<file path="src/hw/rtl/ehc_pkg.sv">
// ----------------------------------------------------------------------------
// ehc_pkg
// Shared types and constant tables for the extended Hamming (64,56) codec.
// ----------------------------------------------------------------------------
package ehc_pkg;

  localparam int CODE_W   = 64;
  localparam int DATA_W   = 56;
  localparam int DATA_BITS = 56;
  localparam int CHK_BITS = 6;
  localparam int PAR_N    = CHK_BITS + 1;  // six check bits plus overall parity
  localparam int HALF_W   = CODE_W / 2;
  localparam int POS_W    = $clog2(CODE_W);

  typedef enum logic {
    OP_ENCODE  = 1'b0,
    OP_EXTRACT = 1'b1
  } op_t;

  typedef struct packed {
    op_t               op;
    logic [DATA_W-1:0] data;
    logic [CODE_W-1:0] code;
  } in_t;

  typedef struct packed {
    op_t               op;
    logic [CODE_W-1:0] code;
    logic [DATA_W-1:0] data;
  } map_t;

  typedef struct packed {
    op_t               op;
    logic [CODE_W-1:0] code;
    logic [DATA_W-1:0] data;
    logic [PAR_N-1:0]  lo;
    logic [PAR_N-1:0]  hi;
  } par_t;

  function automatic logic is_reserved(input int p);
    return (p == 0) || (p == 1) || (p == 2) || (p == 4) || (p == 8) ||
           (p == 16) || (p == 32);
  endfunction

  // codeword position of each data bit, first data bit at index 0
  function automatic logic [DATA_BITS-1:0][POS_W-1:0] dat_positions();
    logic [DATA_BITS-1:0][POS_W-1:0] r;
    int i;
    r = '0;
    i = 0;
    for (int p = 0; p < CODE_W; p++) begin
      if (!is_reserved(p) && i < DATA_BITS) begin
        r[i] = POS_W'(p);
        i++;
      end
    end
    return r;
  endfunction

  // mask over codeword bits (position p is bit CODE_W-1-p); entry CHK_BITS
  // covers every position for the overall parity
  function automatic logic [PAR_N-1:0][CODE_W-1:0] chk_masks();
    logic [PAR_N-1:0][CODE_W-1:0] r;
    r = '0;
    for (int k = 0; k < PAR_N; k++) begin
      for (int p = 0; p < CODE_W; p++) begin
        if (k == CHK_BITS || ((p >> k) & 1) == 1) begin
          r[k][CODE_W-1-p] = 1'b1;
        end
      end
    end
    return r;
  endfunction

  localparam logic [DATA_BITS-1:0][POS_W-1:0] DAT_POS  = dat_positions();
  localparam logic [PAR_N-1:0][CODE_W-1:0]    CHK_MASK = chk_masks();

endpackage

</file>
<file path="src/hw/rtl/ehc_map.sv">
// ----------------------------------------------------------------------------
// ehc_map
// Input register and bit permutation stage: scatters data bits into codeword
// positions for encode, gathers them back out for extract.
// ----------------------------------------------------------------------------
module ehc_map (
  input  logic          clk,
  input  logic          rst,
  input  logic          in_valid,
  output logic          in_ready,
  input  ehc_pkg::in_t  in_word,
  output logic          out_valid,
  input  logic          out_ready,
  output ehc_pkg::map_t out_word
);
  import ehc_pkg::*;

  logic v1;
  logic v2;
  logic r1;
  logic r2;
  in_t  s1;
  map_t s2;
  map_t s2_next;

  assign r2 = !v2 || out_ready;
  assign r1 = !v1 || r2;
  assign in_ready = r1;

  always_comb begin
    s2_next = '0;
    s2_next.op = s1.op;
    for (int i = 0; i < DATA_BITS; i++) begin
      // position p sits at bit 63-p, which is ~p on six bits
      if (s1.op == OP_ENCODE) begin
        s2_next.code[~DAT_POS[i]] = s1.data[DATA_W-1-i];
      end else begin
        s2_next.data[DATA_W-1-i] = s1.code[~DAT_POS[i]];
      end
    end
  end

  always_ff @(posedge clk) begin
    if (rst) begin
      v1 <= 1'b0;
      v2 <= 1'b0;
    end else begin
      if (r1) begin
        v1 <= in_valid;
      end
      if (r2) begin
        v2 <= v1;
      end
    end
  end

  always_ff @(posedge clk) begin
    if (r1 && in_valid) begin
      s1 <= in_word;
    end
    if (r2 && v1) begin
      s2 <= s2_next;
    end
  end

  assign out_valid = v2;
  assign out_word  = s2;

  a_extract_no_code: assert property (@(posedge clk) disable iff (rst)
    v2 && s2.op == OP_EXTRACT |-> s2.code == '0)
    else $error("extract word carries codeword bits");

  a_encode_no_data: assert property (@(posedge clk) disable iff (rst)
    v2 && s2.op == OP_ENCODE |-> s2.data == '0)
    else $error("encode word carries data bits");

  a_take_fills: assert property (@(posedge clk) disable iff (rst)
    in_valid && in_ready |=> v1)
    else $error("accepted word not held in first stage");

endmodule

</file>
<file path="src/hw/rtl/ehc_par.sv">
// ----------------------------------------------------------------------------
// ehc_par
// Parity stages: half-word partial parities, then check bit insertion into
// the output register.
// ----------------------------------------------------------------------------
module ehc_par (
  input  logic                       clk,
  input  logic                       rst,
  input  logic                       in_valid,
  output logic                       in_ready,
  input  ehc_pkg::map_t              in_word,
  output logic                       out_valid,
  input  logic                       out_ready,
  output logic [ehc_pkg::CODE_W-1:0] code_out,
  output logic [ehc_pkg::DATA_W-1:0] data_out
);
  import ehc_pkg::*;

  logic              v3;
  logic              v4;
  logic              r3;
  logic              r4;
  par_t              s3;
  par_t              s3_next;
  op_t               op4;
  logic [CODE_W-1:0] code4;
  logic [CODE_W-1:0] code4_next;
  logic [DATA_W-1:0] data4;
  logic [CHK_BITS-1:0] syn;

  assign r4 = !v4 || out_ready;
  assign r3 = !v3 || r4;
  assign in_ready = r3;

  always_comb begin
    s3_next = '0;
    s3_next.op   = in_word.op;
    s3_next.code = in_word.code;
    s3_next.data = in_word.data;
    for (int k = 0; k < PAR_N; k++) begin
      s3_next.lo[k] = ^(in_word.code[CODE_W-1:HALF_W] & CHK_MASK[k][CODE_W-1:HALF_W]);
      s3_next.hi[k] = ^(in_word.code[HALF_W-1:0] & CHK_MASK[k][HALF_W-1:0]);
    end
  end

  // overall parity covers data only, so it is taken before checks go in
  always_comb begin
    code4_next = s3.code;
    for (int k = 0; k < CHK_BITS; k++) begin
      code4_next[CODE_W-1-(1 << k)] = s3.lo[k] ^ s3.hi[k];
    end
    code4_next[CODE_W-1] = s3.lo[CHK_BITS] ^ s3.hi[CHK_BITS];
  end

  always_ff @(posedge clk) begin
    if (rst) begin
      v3 <= 1'b0;
      v4 <= 1'b0;
    end else begin
      if (r3) begin
        v3 <= in_valid;
      end
      if (r4) begin
        v4 <= v3;
      end
    end
  end

  always_ff @(posedge clk) begin
    if (r3 && in_valid) begin
      s3 <= s3_next;
    end
    if (r4 && v3) begin
      op4   <= s3.op;
      code4 <= code4_next;
      data4 <= s3.data;
    end
  end

  assign out_valid = v4;
  assign code_out  = code4;
  assign data_out  = data4;

  always_comb begin
    for (int k = 0; k < CHK_BITS; k++) begin
      syn[k] = ^(code4 & CHK_MASK[k]);
    end
  end

  a_encode_syndrome: assert property (@(posedge clk) disable iff (rst)
    v4 && op4 == OP_ENCODE |-> syn == '0)
    else $error("encoded word has nonzero syndrome");

  a_one_side_zero: assert property (@(posedge clk) disable iff (rst)
    v4 |-> (code4 == '0 || data4 == '0))
    else $error("both result fields nonzero");

  a_advance: assert property (@(posedge clk) disable iff (rst)
    v3 && r4 |=> v4)
    else $error("word lost between parity stages");

endmodule

</file>
<file path="src/hw/rtl/extended_hamming_64_56_codec_top.sv">
// ----------------------------------------------------------------------------
// extended_hamming_64_56_codec_top
// Extended Hamming (64,56) encoder and data extractor on stream ports.
// ----------------------------------------------------------------------------
// Pipeline: four register stages, two in ehc_map and two in ehc_par.
// Throughput: one word per cycle; the pipeline stalls stage by stage on
// m_axis_tready, each stage refilling as soon as its successor moves.
// Reset (rst, synchronous): clears all stage valid bits; no other state.
module extended_hamming_64_56_codec_top (
  input  logic         clk,
  input  logic         rst,
  input  logic         s_axis_tvalid,
  output logic         s_axis_tready,
  input  logic [127:0] s_axis_tdata,  // data_in[55:0], code_in[119:56], zero pad
  input  logic [0:0]   s_axis_tuser,  // op
  output logic         m_axis_tvalid,
  input  logic         m_axis_tready,
  output logic [127:0] m_axis_tdata   // code_out[63:0], data_out[119:64], zero pad
);
  import ehc_pkg::*;

  in_t               in_word;
  map_t              map_word;
  logic              map_valid;
  logic              map_ready;
  logic [CODE_W-1:0] code_out;
  logic [DATA_W-1:0] data_out;

  assign in_word.op   = op_t'(s_axis_tuser[0]);
  assign in_word.data = s_axis_tdata[DATA_W-1:0];
  assign in_word.code = s_axis_tdata[DATA_W+CODE_W-1:DATA_W];

  ehc_map u_map (
    .clk       (clk),
    .rst       (rst),
    .in_valid  (s_axis_tvalid),
    .in_ready  (s_axis_tready),
    .in_word   (in_word),
    .out_valid (map_valid),
    .out_ready (map_ready),
    .out_word  (map_word)
  );

  ehc_par u_par (
    .clk       (clk),
    .rst       (rst),
    .in_valid  (map_valid),
    .in_ready  (map_ready),
    .in_word   (map_word),
    .out_valid (m_axis_tvalid),
    .out_ready (m_axis_tready),
    .code_out  (code_out),
    .data_out  (data_out)
  );

  assign m_axis_tdata = {8'b0, data_out, code_out};

endmodule
</file>
<file path="config.mk">
export PLATFORM = sky130hd
export DESIGN_NAME = extended_hamming_64_56_codec_top
export DESIGN_NICKNAME = d
export VERILOG_FILES = /design/src/hw/rtl/ehc_pkg.sv /design/src/hw/rtl/ehc_map.sv /design/src/hw/rtl/ehc_par.sv /design/src/hw/rtl/extended_hamming_64_56_codec_top.sv
export SDC_FILE = /design/constraint.sdc
export NUM_CORES = 1
export LEC_CHECK = 0
export BUFFER_PORTS_ARGS = -buffer_cell sky130_fd_sc_hd__buf_4
export CAP_MARGIN = 15
export CORE_UTILIZATION = 40
export DETAILED_ROUTE_END_ITERATION = 8
export GPL_TIMING_DRIVEN = 0
export PLACE_DENSITY = 0.63
export SETUP_SLACK_MARGIN = 0.4
export SYNTH_ARGS = -nofsm -noshare
export SYNTH_HDL_FRONTEND = slang
export SYNTH_HIERARCHICAL = 1
export SYNTH_SLANG_ARGS = --single-unit
</file>
<file path="constraint.sdc">
create_clock -name clk -period 7.82 [get_ports clk]
set_clock_uncertainty 0.15 [all_clocks]
set_input_delay 1.173 -clock clk [delete_from_list [all_inputs] [get_ports clk]]
set_output_delay 1.173 -clock clk [all_outputs]
set_load 0.05 [all_outputs]
</file>
# After elaboration in Yosys (flattened, before gate mapping)
# Cells that the tools add are included.
[totals]
word_cells = 45
inputBits = 133
latch_bits = 0
ff_bits = 477
mem_bits_ro = 0
ramBits = 0
memories = 0
output_inout_bits = 130
[op_classes]
div_mod_pow = 0
n_addsub = 0
bitwise_logic = 6
order_cmp = 0
shift = 0
mul = 0
n_reduce_logical = 24
n_eq_ne = 0
n_mux = 0
[op_table]
columns = ["op", "n"]
rows = [
  ["$reduce_xor A32 Y1", 12],
  ["$xor A1 B1 Y1", 6],
  ["$logic_and A1 B1 Y1", 4],
  ["$logic_not A1 Y1", 4],
  ["$logic_or A1 B1 Y1", 4],
]

# Depth between registers and ports, before layout
# Gate-level depths: netlist of the first run.
[depth]
word_depth = 6
mapped_depth = 6
depth_no_buf = 5

# Cells and area by module
# The synthesis of the first run kept the hierarchy.
[by_module_without_submodules]
columns = ["module", "cells_per_inst", "n_inst", "area_per_inst_um2", "seq_area_each_um2"]
rows = [
  ["ehc_par", 373, 1, 8513.2, 7397.1],
  ["ehc_map", 369, 1, 7696.1, 6826.5],
  ["extended_hamming_64_56_codec_top", 9, 1, 63.8, 0.0],
]

# Worst setup path before layout of the first run
# OpenSTA, ideal clock, no wires.
[synth_timing]
path_kind = "input port to flip-flop"
from = "in m_axis_tready"
to = "reg, netlist name u_par/code_out[0]"
path_slack_ns = 0.495
setup_ns = 0.615
arrival_ns = 6.560
required_ns = 7.055
path_buffers = 0
path_stages = 2
path_cell_list = "nor2b_1 -> nor2b_1"
[synth_lines]
columns = ["element", "line", "source"]
rows = [
  ["start, declared", "extended_hamming_64_56_codec_top.sv:17", "input logic m_axis_tready,"],
]

# Worst setup path after layout of the first run
[layout_timing]
from = "in m_axis_tready"
to = "out s_axis_tready"
[layout_between]
elab_chain_cells = 4
[layout_rtl]
columns = ["element", "line", "source"]
rows = [
  ["$logic_or A1 B1 Y1", "ehc_par.sv:31", "assign r4 = !v4 || out_ready;"],
  ["$logic_or A1 B1 Y1", "ehc_par.sv:32", "assign r3 = !v3 || r4;"],
  ["via map_ready", "extended_hamming_64_56_codec_top.sv:25", "logic map_ready;"],
  ["$logic_or A1 B1 Y1", "ehc_map.sv:26", "assign r2 = !v2 || out_ready;"],
  ["$logic_or A1 B1 Y1", "ehc_map.sv:27", "assign r1 = !v1 || r2;"],
  ["end, declared", "extended_hamming_64_56_codec_top.sv:13", "output logic s_axis_tready,"],
]
# The timed path passes the listed nets, and every way through them passes these cells.

==> reports/results.tsv, run 1 <==
stage	metric	value	unit
setup_path	r2r_start	u_map/out_word[57]	
setup_path	crit_top_cell	buf_4	
yosys	syn_area_per_cell	21.7	um2
setup_path	worst-setup-path-type	input port to primary output	
global_routing	grt_start_max_net_pins	65	
setup_path	cp_slowest_stage_delay	0.31	ns
setup_path	end_kind	primary output	
detailed_routing	vias	6968	
min_path	hp-class	flop to flop	
power	leakage	7.51	nW
min_path	hold_start	u_par/s3[30]	
power	total_power	0.00532	W
finish	fill_cells	3211	
die	initial_core_util	0.407	
timing	finalSetupViolCount	0	
cts	cts_made_buffers	48	
die	die-area	41400	um2
cts	ctsLongestPathBuffers	3	
timing	fin_tns_setup	0	ns
yosys	yosysWarnings	6	
die	fp.dieH	204	um
placed_design	portBuffers	238	
cts	cts.clk_slew.worst_paths	0.06	ns
detailed_routing	wl	27600	um
timing	whs	0.246	ns
finish	diodes	0	
global_routing	overflow	0	
setup_path	required	6.50	ns
detailed_routing	drt-pass1-iter-count	4	
timing	max_freq	0.285	GHz
die	io_pins	263	
cts	cts-root-buf	clkbuf_16	
setup_path	cp_slowest_cell	nor2b_1	
global_routing	grt_pass1_vias	7097	
finish	postLayoutCellArea	20400	um2
cts	cts_tree	built	
placed_design	hpwl	18600	um
setup_path	path_cells	buf_4 -> nor2b_1 -> nand2_1 -> nand3b_1 -> buf_4	
global_routing	grtUsageTotal	0.135	
job	drv_cap	0	
cts	post-cts-setup-buffers	0	
timing	hold_viol	0	
detailed_routing	drc	0	
outcome	outcome	finished clean	
timing	period_share	0.449	
setup_path	critPathMaxFanout	4	
cts	ctsHoldBuffers	0	
setup_path	startpoint	m_axis_tready	
cts	htreeDepth	2	
timing	rsz0062_at_grt	no	
global_routing	grt_pass1_wl	41200	um
cts	cts.sinks	474	
cts	cts-resized-gates	0	
finish	drive_gt1_frac	0.309	
timing	tightest_slew	0.954	ns
power	max-vdd-ir-drop	148	uV
power	pwr_density_cell	262	nW/um2
die	dieWidth	204	um
detailed_routing	wire_per_inst	17.0	um
yosys	syn_area	16200	um2
finish	syn_to_final_growth	25.3	%
setup_path	critPathArrivalTime	2.19	ns
detailed_routing	drt_iter0_drc	336	
yosys	syn-instance-count	750	
placed_design	place_area	18900	um2
placed_design	finalWeightedCongestion	0.795	
detailed_routing	antenna_left	0	
timing	max-slew-margin-rel	0.362	
setup_path	startpoint_type	input port	
detailed_routing	via_per_inst	4.30	
die	rows	73	
timing	fin_crit	3.51	ns
finish	layout.nets	1191	
cts	clk_latency	0.56	ns
global_routing	antenna_found_initial	0	
timing	slew_viol_final	0	
die	core_area	39900	um2
==> critical path: cells and delay by family <==
kind                   cells  cell delay [ns]
and+or+nand+nor            3             0.69
buffers and inverters      2             0.33
==> layer usage <==
metal  vias to the layer above  global-route usage  part of all wire
met5                         -                   0                 0
met4                         0              0.0647             0.031
met1                      3393               0.172              0.42
met2                       162               0.225              0.51
met3                        58              0.0232             0.039
li1                       3355                   -                 -
==> sequential cells by signal, indices dropped and copies added (netlist names), 56 cells and up <==
name              count
u_par/code_out       64
u_par/s3             68
u_map/s1            113
u_map/out_word      112
u_par/code4_next     57
u_par/data_out       56
==> path summary, 6_finish.rpt <==
kind | cells after the start | slack [ns] | end
max | 5 | 4.31 | s_axis_tready
min | 0 | 0.25 | u_par/data_out[16]
max reg2reg | 5 | 5.17 | u_par/s3[5]
min reg2reg | 0 | 0.25 | u_par/data_out[16]
==> layout by cell type (no fill, tap or decap), drive strengths merged <==
cell type,count
nand2b,1
nor2b,58
inv,5
nand3b,1
clkbuf,64
edfxtp,470
xor3,1
bufinv,2
clkinv,17
xnor3,1
nand2,1
dfxtp,4
and2,59
a21oi,3
conb,16
clkinvlp,3
xnor2,93
buf,269
nor2,3
xor2,23
==> report_power, final <==
group          switching (W)  internal, W  leakage (nW)
Sequential         0.0000222      0.00289          4.78
Clock               0.000905      0.00122         0.701
Combinational       0.000165     0.000130          2.04
Total                0.00109      0.00423          7.51
==> through the flow <==
step                      setup WS (ns)  utilization  cells
after floorplan                   0.495            -    764
after global placement            -2.52        0.469   1527
after detailed placement           4.32        0.473   1533
after CTS                          4.31        0.510   1619
after global routing               4.25        0.510   1619
final                              4.31        0.510   1619
==> layout make-up <==
type | count | area [um2] | area share
plain buffers | 28 | 181 | 0.00891
clock buffers | 61 | 1270 | 0.0625
clock inverters | 25 | 184 | 0.00904
inverters | 2 | 7.51 | 0.000369
multi-input cells | 260 | 1930 | 0.0947
flip-flops and latches | 474 | 14200 | 0.697
well taps | 525 | 657 | 0.0323
repair buffers | 244 | 1930 | 0.0948
Power figures use the tool's default switching activity.
==> inputs of run 2 (changes only) <==
- ABC_AREA: unset -> 1
- PLACE_DENSITY: 0.63 -> 0.65
- clock period: 7.82 -> 3 ns (I/O delays scaled with it)
==> run 2 against run 1 <==
  * Combinational power rose to 5.0 times the previous value
  * Power rose to 2.9 times the previous value
  * Final cell count up 39%
  * Flip-flop and latch count unchanged
  * Worst setup slack worse by 3.7 ns
  * Clock power rose to 2.8 times the previous value
  * Largest cell class unchanged
==> reports/results.tsv, run 2 <==
stage	metric	value	unit
outcome	outcome	finished clean	
setup_path	cp_slowest_cell	a21oi_4	
timing	max_freq	0.419	GHz
power	max-vdd-ir-drop	464	uV
setup_path	critPathMaxFanout	27	
timing	period_share	0.795	
detailed_routing	antenna_left	0	
setup_path	path_cells	nand3_4 -> inv_4 -> a21oi_4 -> buf_12 -> buf_16 -> buf_12	
global_routing	grtUsageTotal	0.148	
detailed_routing	met1_length	13500	um
setup_path	worst-setup-path-type	flop to flop	
global_routing	grt_pass1_wl	49600	um
timing	tightest_slew	0.868	ns
cts	cts_made_buffers	48	
die	rows	76	
detailed_routing	via_per_inst	4.25	
detailed_routing	wl	32900	um
min_path	hp-class	input port to flop	
cts	clk_latency	0.59	ns
finish	layout_common_cells	edfxtp_1 (470), nand2_1 (338), buf_4 (257), inv_1 (165), dlygate4sd3_1 (116)	
timing	slew_viol_final	0	
setup_path	required	3.11	ns
die	io_pins	263	
cts	cts.sinks	474	
cts	post-cts-setup-buffers	0	
finish	largest_reg_flops	113	
cts	htreeDepth	2	
yosys	yosysWarnings	6	
global_routing	overflow	0	
global_routing	grt_pass1_vias	9390	
setup_path	end_kind	flop	
setup_path	crit_top_cell	buf_12	
detailed_routing	drc	0	
detailed_routing	dr_wl_met2	16700	um
cts	cts-root-buf	clkbuf_16	
cts	ctsLongestPathBuffers	3	
yosys	syn_area	17500	um2
timing	setup_ws	0.616	ns
global_routing	antenna_found_initial	4	
placed_design	pre_cts_ws	0.323	ns
detailed_routing	drt_iter0_drc	581	
detailed_routing	wire_per_inst	14.6	um
timing	hold_viol	0	
timing	whs	0.0926	ns
setup_path	cp_slowest_stage_delay	0.68	ns
power	pwr_density_cell	655	nW/um2
timing	fin_crit	2.38	ns
finish	drive_gt1_frac	0.230	
setup_path	critPathArrivalTime	2.50	ns
finish	top_register	u_map/s1	
timing	rsz0062_at_grt	no	
detailed_routing	met3WireLength	1770	um
setup_path	startpoint_type	flop	
timing	finalSetupViolCount	0	
die	dieWidth	211	um
detailed_routing	drt-pass1-iter-count	5	
die	die-area	44600	um2
placed_design	finalWeightedCongestion	0.824	
global_routing	grt_start_max_net_pins	44	
placed_design	hpwl	21500	um
power	leakage	9.55	nW
finish	layout.nets	1762	
timing	max-slew-margin-rel	0.420	
die	fp.dieH	211	um
cts	cts.clk_slew.worst_paths	0.06	ns
detailed_routing	vias	9572	
detailed_routing	dr.max_layer_used	met5	
job	drv_cap	0	
setup_path	critPathTopFamily	buffers and inverters	
cts	cts_tree	built	
finish	fill_cells	3429	
setup_path	critPathBufInv	4	
yosys	syn_area_per_cell	14.6	um2
finish	syn_to_final_growth	32.7	%
die	initial_core_util	0.406	
power	total_power	0.0152	W
placed_design	portBuffers	238	
die	core_area	43100	um2
finish	final_common_cell	edfxtp_1	
yosys	syn-instance-count	1196	
run 2: worst paths after layout:
kind	to	slack, ns	cells after the start	startpoint
hold / removal	u_par/v3	0.09	4	m_axis_tready
hold reg to reg	u_par/s3[64]	0.26	0	u_map/out_word[50]
setup reg to reg	u_map/out_word[67]	0.62	6	u_par/out_valid
setup / recovery	u_map/out_word[67]	0.62	6	u_par/out_valid
run 2: layout make-up:
cell class | count | area, um2 | share of cell area
sequential | 474 | 14200 | 0.612
multi-input combinational | 536 | 2560 | 0.110
timing repair buffer | 369 | 3280 | 0.141
antenna | 2 | 5.00 | 0.000216
tap | 585 | 732 | 0.0315
inverter | 172 | 672 | 0.0290
clock inverter | 28 | 322 | 0.0139
clock buffer | 60 | 1250 | 0.0537
buffer | 28 | 188 | 0.00809
run 2: worst reg2reg max path, stage by stage, from the launching register on:
cell,delay [ns]
dfxtp_4,0.37
nand3_4,0.08
inv_4,0.06
a21oi_4,0.69
buf_12,0.29
buf_16,0.19
buf_12,0.20
run 2: layer usage:
| metal | GRT usage | up-vias |
|---|---|---|
| met5 | 0 | - |
| met4 | 0.0602 | 4 |
| met3 | 0.0372 | 61 |
| met2 | 0.258 | 220 |
| met1 | 0.173 | 4501 |
| li1 | - | 4786 |
run 2: repair_timing:
item                                   CTS  global route
hold buffers                           116             0
setup endpoints to repair                0             0
endpoints found under the hold margin  117             0
resized for setup                        0             0
run 2: through the flow:
step	area (um2)	setup TNS (ns)	utilization	std cells
2_1_floorplan	17600	-52.11	-	1210
3_5_place_dp	20500	0	0.475	2048
4_1_cts	23200	0	0.538	2252
3_3_place_gp	20100	-630.94	0.467	2033
6_report	23200	0	0.539	2254
5_1_grt	23200	0	0.539	2253
run 2: where the power goes:
part           switching [W]  leakage, nW  internal [W]
logic               0.000859         4.46      0.000610
clock network        0.00247        0.756       0.00341
registers           0.000151         4.34       0.00770
